==> src/rtl/mpd_pkg.sv <==
`timescale 1ns / 1ps
// ----------------------------------------------------------------------------
// mpd_pkg
// Shared constants and codes of the magnetic presence detector.
// ----------------------------------------------------------------------------
package mpd_pkg;

  localparam int FRAC_BITS_DEF = 8;

  localparam int SAMPLE_W  = 16;
  localparam int ELAPSED_W = 32;
  localparam int ALPHA_W   = 16;
  localparam int THR_W     = 17;
  localparam int LEVEL_W   = 2;

  localparam int IN_W  = 80;
  localparam int OUT_W = 24;

  localparam int CFG_AW = 3;
  localparam int CFG_DW = 17;

  localparam logic [CFG_AW-1:0] REG_WINDOW = 3'd0;
  localparam logic [CFG_AW-1:0] REG_BALPHA = 3'd1;
  localparam logic [CFG_AW-1:0] REG_OALPHA = 3'd2;
  localparam logic [CFG_AW-1:0] REG_ON     = 3'd3;
  localparam logic [CFG_AW-1:0] REG_OFF    = 3'd4;
  localparam logic [CFG_AW-1:0] REG_STRONG = 3'd5;
  localparam logic [CFG_AW-1:0] REG_ZBLUE  = 3'd6;

  localparam logic [15:0] WINDOW_RST = 16'd1000;
  localparam logic [15:0] BALPHA_RST = 16'd3277;
  localparam logic [15:0] OALPHA_RST = 16'd6554;
  localparam logic [16:0] ON_RST     = 17'd400;
  localparam logic [16:0] OFF_RST    = 17'd300;
  localparam logic [16:0] STRONG_RST = 17'd1100;

  localparam logic [LEVEL_W-1:0] LVL_BUILD  = 2'd0;
  localparam logic [LEVEL_W-1:0] LVL_ABSENT = 2'd1;
  localparam logic [LEVEL_W-1:0] LVL_WEAK   = 2'd2;
  localparam logic [LEVEL_W-1:0] LVL_STRONG = 2'd3;

endpackage

==> src/rtl/magnetic_presence_detector.sv <==
`timescale 1ns / 1ps
// ----------------------------------------------------------------------------
// magnetic_presence_detector
// Baseline-subtracted magnitude detector with smoothing and hysteresis.
// ----------------------------------------------------------------------------
// Channel   Dir  Width  Contents
// s_axis    in   80     sample_x, sample_y, sample_z, elapsed_ms
// m_axis    out  24     running, present, level, team_blue, filtered_magnitude
// cfg       in   3+17   register index, write data
//
// A detection sample is paced by the one-bit-per-cycle square root and the
// shared multiplier used for three squares and four averages.
// The input is ready only while the sequencer is idle.
// A finished result waits in the output register; the next transfer may be
// accepted and worked on meanwhile, and completes once the result is taken.
// Reset is synchronous, restores register defaults and clears the sequencer flags and m_tvalid, not the output fields.
// ----------------------------------------------------------------------------
module magnetic_presence_detector import mpd_pkg::*; #(
  parameter int FRAC_BITS = FRAC_BITS_DEF
) (
  input  logic              clk,
  input  logic              rst,
  input  logic              s_tvalid,
  output logic              s_tready,
  // sample_x[15:0], sample_y[31:16], sample_z[47:32], elapsed_ms[79:48]
  input  logic [IN_W-1:0]   s_tdata,
  output logic              m_tvalid,
  input  logic              m_tready,
  // running[0], present[1], level[3:2], team_blue[4], filtered_magnitude[21:5]
  output logic [OUT_W-1:0]  m_tdata,
  input  logic              cfg_we,
  input  logic [CFG_AW-1:0] cfg_addr,
  input  logic [CFG_DW-1:0] cfg_data
);

  localparam int SW   = SAMPLE_W + FRAC_BITS;
  localparam int DW   = SW + 1;
  localparam int MW   = DW + 2;
  localparam int SUMW = 2 * DW;

  typedef enum logic [2:0] {
    ST_IDLE, ST_BASE, ST_DEV, ST_SQ, ST_ROOT, ST_FILT, ST_DONE
  } state_t;

  state_t state;
  logic [1:0] idx;

  logic [15:0] window, balpha, oalpha;
  logic [16:0] on_thr, off_thr, strong_thr;
  logic        zblue;

  logic started, finished, filt_started, presence, run_item, win_hit;

  logic signed [SW-1:0] s_q [3];
  logic signed [SW-1:0] base_q [3];
  logic signed [DW-1:0] dev_q [3];
  logic signed [DW-1:0] fdev_q [3];
  logic [DW-1:0]        fmag;
  logic [SUMW-1:0]      acc;

  logic signed [MW-1:0]   ma, mb, v_op, o_op;
  logic signed [2*MW-1:0] prod, prod_sh;
  logic [1:0]             ix;

  logic          sq_start, sq_done;
  logic [DW-1:0] root;

  logic          pres_next, at_strong, zpos;
  logic [DW-1:0] on_sh, off_sh, strong_sh;

  logic             out_running, out_present, out_blue;
  logic [LEVEL_W-1:0] out_level;
  logic [THR_W-1:0] out_fm;

  assign s_tready = (state == ST_IDLE);
  assign m_tdata  = {2'b00, out_fm, out_blue, out_level, out_present, out_running};

  assign ix = (idx == 2'd3) ? 2'd0 : idx;

  always_comb begin
    v_op = (idx == 2'd3) ? MW'({1'b0, root})  : MW'(dev_q[ix]);
    o_op = (idx == 2'd3) ? MW'({1'b0, fmag})  : MW'(fdev_q[ix]);
    ma = '0;
    mb = '0;
    unique case (state)
      ST_BASE: begin
        ma = MW'(s_q[ix]) - MW'(base_q[ix]);
        mb = MW'({1'b0, balpha});
      end
      ST_SQ: begin
        ma = MW'(dev_q[ix]);
        mb = MW'(dev_q[ix]);
      end
      ST_FILT: begin
        ma = v_op - o_op;
        mb = MW'({1'b0, oalpha});
      end
      default: begin
        ma = '0;
        mb = '0;
      end
    endcase
  end

  assign prod    = ma * mb;
  assign prod_sh = prod >>> ALPHA_W;

  assign on_sh     = {on_thr, FRAC_BITS'(0)};
  assign off_sh    = {off_thr, FRAC_BITS'(0)};
  assign strong_sh = {strong_thr, FRAC_BITS'(0)};
  assign pres_next = presence ? !(fmag <= off_sh) : (fmag >= on_sh);
  assign at_strong = (fmag >= strong_sh);
  assign zpos      = !fdev_q[2][DW-1];

  mpd_sqrt #(.ROOT_W(DW)) u_sqrt (
    .clk      (clk),
    .rst      (rst),
    .start    (sq_start),
    .radicand (acc),
    .root     (root),
    .done     (sq_done)
  );

  always_ff @(posedge clk) begin
    if (rst) begin
      window     <= WINDOW_RST;
      balpha     <= BALPHA_RST;
      oalpha     <= OALPHA_RST;
      on_thr     <= ON_RST;
      off_thr    <= OFF_RST;
      strong_thr <= STRONG_RST;
      zblue      <= 1'b1;
    end else if (cfg_we) begin
      unique case (cfg_addr)
        REG_WINDOW: window     <= cfg_data[15:0];
        REG_BALPHA: balpha     <= cfg_data[15:0];
        REG_OALPHA: oalpha     <= cfg_data[15:0];
        REG_ON:     on_thr     <= cfg_data;
        REG_OFF:    off_thr    <= cfg_data;
        REG_STRONG: strong_thr <= cfg_data;
        REG_ZBLUE:  zblue      <= cfg_data[0];
        default: ;
      endcase
    end
  end

  always_ff @(posedge clk) begin
    if (rst) begin
      state        <= ST_IDLE;
      idx          <= '0;
      started      <= 1'b0;
      finished     <= 1'b0;
      filt_started <= 1'b0;
      presence     <= 1'b0;
      m_tvalid     <= 1'b0;
      sq_start     <= 1'b0;
      run_item     <= 1'b0;
      win_hit      <= 1'b0;
    end else begin
      sq_start <= (state == ST_SQ) && (idx == 2'd2);
      if (m_tvalid && m_tready && (state != ST_DONE)) begin
        m_tvalid <= 1'b0;
      end
      unique case (state)
        ST_IDLE: begin
          if (s_tvalid) begin
            s_q[0]   <= SW'({s_tdata[15:0], FRAC_BITS'(0)});
            s_q[1]   <= SW'({s_tdata[31:16], FRAC_BITS'(0)});
            s_q[2]   <= SW'({s_tdata[47:32], FRAC_BITS'(0)});
            win_hit  <= (s_tdata[79:48] >= {16'd0, window});
            run_item <= finished;
            idx      <= '0;
            state    <= finished ? ST_DEV : ST_BASE;
          end
        end
        ST_BASE: begin
          base_q[ix] <= started ? SW'(MW'(base_q[ix]) + prod_sh[MW-1:0]) : s_q[ix];
          if (idx == 2'd2) begin
            started <= 1'b1;
            if (win_hit) begin
              finished <= 1'b1;
            end
            state <= ST_DONE;
          end
          idx <= idx + 1'b1;
        end
        ST_DEV: begin
          for (int i = 0; i < 3; i++) begin
            dev_q[i] <= DW'(s_q[i]) - DW'(base_q[i]);
          end
          acc   <= '0;
          idx   <= '0;
          state <= ST_SQ;
        end
        ST_SQ: begin
          acc <= acc + prod[SUMW-1:0];
          if (idx == 2'd2) begin
            state <= ST_ROOT;
          end
          idx <= idx + 1'b1;
        end
        ST_ROOT: begin
          idx <= '0;
          if (sq_done) begin
            state <= ST_FILT;
          end
        end
        ST_FILT: begin
          if (idx == 2'd3) begin
            fmag <= filt_started ? DW'(o_op + prod_sh[MW-1:0]) : root;
            filt_started <= 1'b1;
            state <= ST_DONE;
          end else begin
            fdev_q[ix] <= filt_started ? DW'(o_op + prod_sh[MW-1:0]) : dev_q[ix];
          end
          idx <= idx + 1'b1;
        end
        ST_DONE: begin
          if (!m_tvalid || m_tready) begin
            m_tvalid <= 1'b1;
            if (run_item) begin
              presence    <= pres_next;
              out_running <= 1'b1;
              out_present <= pres_next;
              out_level   <= pres_next ? (at_strong ? LVL_STRONG : LVL_WEAK) : LVL_ABSENT;
              out_blue    <= pres_next && (zblue ? zpos : !zpos);
              out_fm      <= fmag[DW-1:FRAC_BITS];
            end else begin
              out_running <= 1'b0;
              out_present <= 1'b0;
              out_level   <= LVL_BUILD;
              out_blue    <= 1'b0;
              out_fm      <= '0;
            end
            state <= ST_IDLE;
          end
        end
        default: state <= ST_IDLE;
      endcase
    end
  end

  a_root_in_root_state: assert property (@(posedge clk) disable iff (rst)
    sq_done |-> state == ST_ROOT)
    else $error("square root finished outside its wait state");

  a_absent_is_red: assert property (@(posedge clk) disable iff (rst)
    m_tvalid && !out_present |-> !out_blue)
    else $error("team reported while absent");

  a_running_level: assert property (@(posedge clk) disable iff (rst)
    m_tvalid && out_running |-> out_level != LVL_BUILD)
    else $error("detection result carries the building level");

  a_one_item: assert property (@(posedge clk) disable iff (rst)
    s_tvalid && s_tready |=> !s_tready)
    else $error("second transfer accepted while busy");

endmodule

==> src/rtl/mpd_sqrt.sv <==
`timescale 1ns / 1ps
// ----------------------------------------------------------------------------
// mpd_sqrt
// Iterative integer square root, one root bit per cycle, truncated.
// ----------------------------------------------------------------------------
module mpd_sqrt import mpd_pkg::*; #(
  parameter int ROOT_W = FRAC_BITS_DEF + 17
) (
  input  logic                  clk,
  input  logic                  rst,
  input  logic                  start,
  input  logic [2*ROOT_W-1:0]   radicand,
  output logic [ROOT_W-1:0]     root,
  output logic                  done
);

  localparam int RAD_W = 2 * ROOT_W;
  localparam int REM_W = ROOT_W + 3;
  localparam int CNT_W = $clog2(ROOT_W + 1);

  logic [RAD_W-1:0] rad;
  logic [REM_W-1:0] rem;
  logic [CNT_W-1:0] cnt;
  logic             busy;
  logic [REM_W-1:0] rem_sh;
  logic [REM_W-1:0] trial;

  assign rem_sh = {rem[REM_W-3:0], rad[RAD_W-1 -: 2]};
  assign trial  = REM_W'({root, 2'b01});

  always_ff @(posedge clk) begin
    if (rst) begin
      busy <= 1'b0;
      done <= 1'b0;
      cnt  <= '0;
    end else begin
      done <= busy && !start && (cnt == CNT_W'(1));
      if (start) begin
        busy <= 1'b1;
        cnt  <= CNT_W'(ROOT_W);
        rad  <= radicand;
        rem  <= '0;
        root <= '0;
      end else if (busy) begin
        rad <= {rad[RAD_W-3:0], 2'b00};
        if (rem_sh >= trial) begin
          rem  <= rem_sh - trial;
          root <= {root[ROOT_W-2:0], 1'b1};
        end else begin
          rem  <= rem_sh;
          root <= {root[ROOT_W-2:0], 1'b0};
        end
        cnt <= cnt - 1'b1;
        if (cnt == CNT_W'(1)) begin
          busy <= 1'b0;
        end
      end
    end
  end

  a_done_after_busy: assert property (@(posedge clk) disable iff (rst)
    done |-> $past(busy))
    else $error("root done without a running iteration");

  a_no_restart: assert property (@(posedge clk) disable iff (rst)
    busy && !start |=> $stable(radicand) || busy || done)
    else $error("root unit left busy without completing");

  a_done_pulse: assert property (@(posedge clk) disable iff (rst)
    done |=> !done)
    else $error("root done held longer than one cycle");

endmodule
==> config.mk <==
export PLATFORM = sky130hd
export DESIGN_NAME = magnetic_presence_detector
export DESIGN_NICKNAME = d
export VERILOG_FILES = /design/src/rtl/mpd_pkg.sv /design/src/rtl/magnetic_presence_detector.sv /design/src/rtl/mpd_sqrt.sv
export SDC_FILE = /design/constraint.sdc
export NUM_CORES = 2
export LEC_CHECK = 0
export BUFFER_PORTS_ARGS = -buffer_cell sky130_fd_sc_hd__buf_2
export CAP_MARGIN = 40
export CORE_MARGIN = 2
export CORE_UTILIZATION = 67
export CTS_BUF_LIST = sky130_fd_sc_hd__clkbuf_4
export DETAILED_ROUTE_END_ITERATION = 6
export GPL_TIMING_DRIVEN = 0
export MAX_ROUTING_LAYER = met4
export PLACE_DENSITY = 0.84
export SLEW_MARGIN = 30
export SYNTH_ARGS = -nofsm -noshare
export SYNTH_HDL_FRONTEND = slang
export SYNTH_SLANG_ARGS = --single-unit
==> constraint.sdc <==
create_clock -name clk -period 16.2 [get_ports clk]
set_input_delay 0.81 -clock clk [delete_from_list [all_inputs] [get_ports clk]]
set_output_delay 0.81 -clock clk [all_outputs]
set_load 0.03 [all_outputs]
After elaboration in Yosys (flattened, before gate mapping)
Memory sizes are Yosys's and may differ from the RTL's.
Cells that the tools add are included.

cells by class
  add/subtract/negate cells = 11
  $mul = 1
  order comparisons = 5
  eq/ne operators = 22
  muxes and demuxes = 52
  bitwise logic cells = 1
  reduce and logical (&&, ||, !) cells = 38

operators by type and width
  kind                                            number
  one-hot mux 27 bit (3 select lines)             2
  2-to-1 mux 50 bit                               2
  one-hot mux 50 bit (2 select lines)             1
  subtractor 24 x 24 -> 25 bit                    4
  2-to-1 mux 25 bit                               3
  2-to-1 mux 27 bit                               2
  2-to-1 mux 26 bit                               2
  adder 50 bit                                    1
  >= comparator 25 bit                            2
  multiplier 27 x 27 -> 50 bit                    1
  >= comparator 32 x 16 -> 1 bit                  1
  >= comparator 28 x 27 -> 1 bit                  1
  AND reduction 2 bit                             14
  subtractor 27 bit                               1
  2-to-1 mux 1 bit                                26
  subtractor 26 bit                               1
  adder 25 bit                                    1
  less-or-equal comparator 25 bit                 1
  adder 24 bit                                    1
  2-to-1 mux 24 bit                               1
  one-hot mux 3 bit (7 select lines)              1
  == test 3 bit (second input constant)           6
  2-to-1 mux 3 bit                                6
  == test 3 x 2 -> 1 bit (second input constant)  4
  22 further kinds                                45

word-level totals
  flip-flop bits (word level) = 318
  bits in writable memories = 270
  input port bits = 105
  output and inout port bits = 26
  memories = 4

memory list
  memory  words  bits a word  read ports  clocked after memory_dff  wr ports  line                              RTL
  dev_q   3      25           1           0                         3         magnetic_presence_detector.sv:56  logic signed [DW-1:0] dev_q [3];
  fdev_q  3      25           2           0                         1         magnetic_presence_detector.sv:57  logic signed [DW-1:0] fdev_q [3];
  base_q  3      24           4           0                         1         magnetic_presence_detector.sv:55  logic signed [SW-1:0] base_q [3];
  s_q     3      16           4           0                         3         magnetic_presence_detector.sv:54  logic signed [SW-1:0] s_q [3];

Depth between registers and ports, before layout
An unclocked memory read counts as a cell.

  word-level depth = 9
  depth in mapped cells = 67

Modules after synthesis
Synthesis repeated with hierarchy kept, for this count alone.

unflattened totals
  cells, all modules = 6506
  area, all modules = 61829.3 um^2

by module, submodules not included
  module                      instances  cells an instance  area each (um^2)
  magnetic_presence_detector  1          6015               55951.2
  mpd_sqrt                    1          491                5878.1

Worst setup path after synthesis
No wires, ideal clock.

  path type = register to register
  start point = register idx[0]
  end point = register acc[49], data pin
  data arrival time = 14.189 ns
  required time = 15.934 ns
  slack = 1.745 ns
  cell stages (with the launch flop) = 65
  cells stage by stage = dfxtp_1 ha_1 buf_6 buf_6 buf_2 buf_2 buf_2 clkbuf_1 clkbuf_1 mux2i_1 nor2_1 a21oi_1 o21ai_0 ha_1 inv_1 fa_1 a21oi_1 nand2_1 (+29 left out) nor3_1 or2_2 a21o_1 a21oi_1 xnor2_1 ha_1 a21o_1 a21oi_1 o21ai_0 o22a_1 nand4_1 a21oi_1 a21o_1 a311o_1 a221oi_1 xnor2_1 xnor2_1 nor2_1

between the ends
  longest elaborated chain between the ends = 9
  elaborated cells between the ends (all ways) = 15
  those cells by class = add/sub: 3; mul: 1; eq/ne: 1; mux: 6; memory: 4

RTL lines
  item                                         line                                                                                                  RTL
  from (decl)                                  magnetic_presence_detector.sv:46                                                                      logic [1:0] idx;
  from (signal assigned)                       magnetic_presence_detector.sv:185                                                                     idx <= idx + 1'b1;
  from (signal assigned)                       magnetic_presence_detector.sv:200                                                                     idx <= idx + 1'b1;
  from (signal assigned)                       magnetic_presence_detector.sv:216                                                                     idx <= idx + 1'b1;
  == test 2 bit                                magnetic_presence_detector.sv:78, magnetic_presence_detector.sv:81, magnetic_presence_detector.sv:82
  2-to-1 mux 2 bit                             magnetic_presence_detector.sv:78                                                                      assign ix = (idx == 2'd3) ? 2'd0 : idx;
  memory read (3 x 25 bit) (on tied branches)  --
  2-to-1 mux 27 bit (on tied branches)         magnetic_presence_detector.sv:81, magnetic_presence_detector.sv:82
  subtractor 27 bit                            magnetic_presence_detector.sv:95                                                                      ma = v_op - o_op;
  one-hot mux 27 bit (3 select lines)          magnetic_presence_detector.sv:85                                                                      unique case (state)
  multiplier 27 x 27 -> 50 bit *               magnetic_presence_detector.sv:105                                                                     assign prod = ma * mb;
  adder 50 bit *                               magnetic_presence_detector.sv:196                                                                     acc <= acc + prod[SUMW-1:0];
  one-hot mux 50 bit (2 select lines) *        magnetic_presence_detector.sv:164                                                                     unique case (state)
  to (signal assigned)                         magnetic_presence_detector.sv:196
  to (decl)                                    magnetic_presence_detector.sv:59                                                                      logic [SUMW-1:0] acc;

Every way passes the cells marked *; elsewhere a longest branch is shown, timed or not.
A chain may end at the register's enable or synchronous reset.

Final worst setup path
Ends and elaborated chain as after synthesis.

==> out/qor.txt <==
critical setup path kind: register to register
Die ar.: 95000 um^2
final hold vios: 0
worst-skew pair later-pin latency: 1.09 ns
clock skew: 0.0785 ns
Vias: 52000
CTS Sinks: 612
cells after synthesis: 6497
crit-path max cell delay: 0.59 ns
gr usage total: 0.463
antenna-violating nets left: 0
CP Max Fanout: 19
gr ovfl total: 0
commonest cells after routing, fill and taps aside: 1066 x inv_1, 804 x nand2_1, 724 x fa_1
sequential area share after synthesis: 0.277
worst hold margin: 0.0908 ns
f_max: 0.0631 GHz
Die Span Y: 308 um
final non-filler cell total: 8258
DRC: 0
Cell Rows: 111
Die W: 308 um
initial antenna violation count: 14
routability cong.: 1.07
worst hold path class: input pin to register
post-layout min period: 15.85 ns
slowest CP cell: fa_1
Yosys reg bits: 612
Final Max Tran Viols: 0
sequential power share: 0.125
clk slew on worst S/H paths: 0.08 ns
pre-CTS setup slack: -3.14 ns
internal power: 6740 uW
Post-synth ARST share: 0
fin crit share: 0.979
ys flop type: edfxtp_1
yosys warns: 0
Worst Setup Slack, final: 0.346 ns
Via density: 6.30
core area: 91700 um^2
Sw Pwr: 8470 uW
hpwl dp: 167000 um
WL final: 210000 um
combinational share of power: 0.780
cell family with most CP delay: compound AO/OA/AOI/OAI gates
Max-slew headroom: 0.311
max cap viols: 0
clk buf depth: 3
synth-to-layout area growth: 10.2%
slew at the pin closest to its max-slew limit: 1.03 ns
Yosys cell types: 98
CTS tree: done
maximum vdd ir drop: 0.167 mV
largest net degree at the start of global routing: 26
number of flops mapped to enable cells by yosys: 492
TritonCTS Buffers: 160
area of the mapped netlist: 62000 um^2
Final setup viols: 0
critical path endpoint category: register
Startpoint Class: register
Port-buffer cells: 126
drt wl/cell: 25.5 um
Net Sw Frac: 0.557
first-pass GRT wire length: 313000 um
H-tree Lvls: 4
WP data required: 16.97 ns
layout cells sized above 1: 0.107
crit path DAT: 16.62 ns
initial DRC count: 7011
commonest non-fill, non-tap cell in the layout: inv_1
P_leak: 0.0308 uW
initial core utilization: 0.677
Final nets: 8200
Clock power frac: 0.094
root buffer cell: clkbuf_4
status: finished, final reports clean
first drt pass iteration count: 6
DP Cell Count: 7879
IO Count: 131
vias in the first global route: 52400
Syn Area/Cell: 9.55 um^2
Crit path buffers/inverters: 15
power density over the cells: 223 nW/um^2
crit-path most repeated cell: fa_1
[what timing repair did]
item,in CTS,in global routing
hold buffers,50,0
endpoints found under the hold margin,52,0
cloned,0,0
setup buffers,10,3
resized for setup,59,41
endpoints found under the setup margin,190,55
pin swaps,9,3
[area by class of cell]
cell class	count	area, um^2
well taps	1186	1480
repair buffers	274	2050
plain buffers	241	1110
fillers	6549	23300
clock inverters	62	395
clock buffers	226	1700
diodes	16	40.0
inverters	1070	4020
flip-flops and latches	612	17200
multi-input cells	4571	40400
[logic make-up (layout without fill, tap and decap cells)]
logic type      after synthesis  after routing  share of synthesized area
compound gates             1013           1013                      0.106
xor+xnor                    273            273                     0.0385
fa+ha+maj                  1166           1166                      0.323
buf+inv                    1315           1873                     0.0812
flops                       612            612                      0.277
mux                         184            184                     0.0363
other cells                   1             18                  0.0000604
simple gates               1933           1933                      0.138
[cell usage after synthesis (all sizes together) (26+ instances only)]
| cell type | instances | area share |
|---|---|---|
| edfxtp | 492 | 0.24 |
| a21oi | 312 | 0.025 |
| and2 | 123 | 0.012 |
| buf | 57 | 0.0050 |
| nand2b | 74 | 0.0075 |
| o21a | 62 | 0.0075 |
| o21bai | 26 | 0.0032 |
| dfxtp | 120 | 0.039 |
| mux2i | 86 | 0.014 |
| nand3 | 57 | 0.0046 |
| nor2b | 73 | 0.0074 |
| and3 | 37 | 0.0037 |
| nor2 | 581 | 0.035 |
| nand2 | 804 | 0.049 |
| ha | 441 | 0.089 |
| fa | 724 | 0.23 |
| xnor2 | 199 | 0.028 |
| mux2 | 74 | 0.014 |
| xor2 | 74 | 0.010 |
| inv | 1068 | 0.065 |
| nor3 | 74 | 0.0061 |
| a211oi | 53 | 0.0064 |
| clkbuf | 188 | 0.011 |
| o21ai | 221 | 0.018 |
| a21o | 116 | 0.014 |
[flip-flops by register name, summed over array words and instances (netlist names), 16 cells and up]
signal / flops
oalpha: 16
u_sqrt.rad: 50
base_q: 96
fdev_q: 75
acc: 50
balpha: 16
s_q: 48
fmag: 25
window: 16
u_sqrt.root: 25
u_sqrt.rem: 26
on_thr: 17
off_thr: 17
out_fm: 17
strong_thr: 17
dev_q: 75
[power groups by stage]
| stage | logic, uW | registers [uW] | clock network [uW] |
|---|---|---|---|
| finish | 11900 | 1910 | 1440 |
| global route | 12600 | 1910 | 1500 |
| CTS | 11300 | 1900 | 1410 |
| detailed placement | 11000 | 1940 | 0 |
| global placement | 10600 | 1950 | 0 |
| floorplan | 7380 | 1920 | 0 |
[worst paths after layout]
| check | endpoint | depth (start not counted) | slack (ns) | from |
|---|---|---|---|---|
| min | oalpha[0]$_SDFFE_PP0P_ | 3 | 0.09 | cfg_data[0] |
| max reg2reg | acc[49]$_SDFFCE_PN0P_ | 61 | 0.35 | idx[0]$_SDFFE_PP0P_ |
| max | acc[49]$_SDFFCE_PN0P_ | 61 | 0.35 | idx[0]$_SDFFE_PP0P_ |
| min reg2reg | off_thr[4]$_SDFFE_PP0P_ | 2 | 0.46 | off_thr[4]$_SDFFE_PP0P_ |
[per-layer routing]
| metal | up-vias | global-route usage | wire [um] |
|---|---|---|---|
| met3 | 936 | 0.115 | 25900 |
| met1 | 25100 | 0.556 | 73900 |
| li1 | 22200 | - | - |
| met2 | 3674 | 0.688 | 92300 |
| met5 | - | - | 0 |
| met4 | 0 | 0.323 | 18300 |
[worst reg2reg max path, delay by kind of cell (launching register included)]
family / cells / cell delay, ns
AND/OR/NAND/NOR: 10 / 1.15
AO/OA/AOI/OAI: 20 / 5.38
buffers and inverters: 15 / 2.66
adder cells (fa/ha/maj): 12 / 5.19
flip-flops: 1 / 0.39
XOR/XNOR: 4 / 0.80
[metrics by stage]
step	setup TNS, ns	cell area (um^2)	total power, uW	util
2_1_floorplan	0	62000	9310	-
3_3_place_gp	-593.83	64200	12500	0.700
3_5_place_dp	-278.23	65100	13000	0.711
4_1_cts	0	68100	14600	0.742
5_1_grt	-0.0870	68300	16000	0.746
6_report	0	68300	15200	0.746
(Power assumes the default switching activity.)
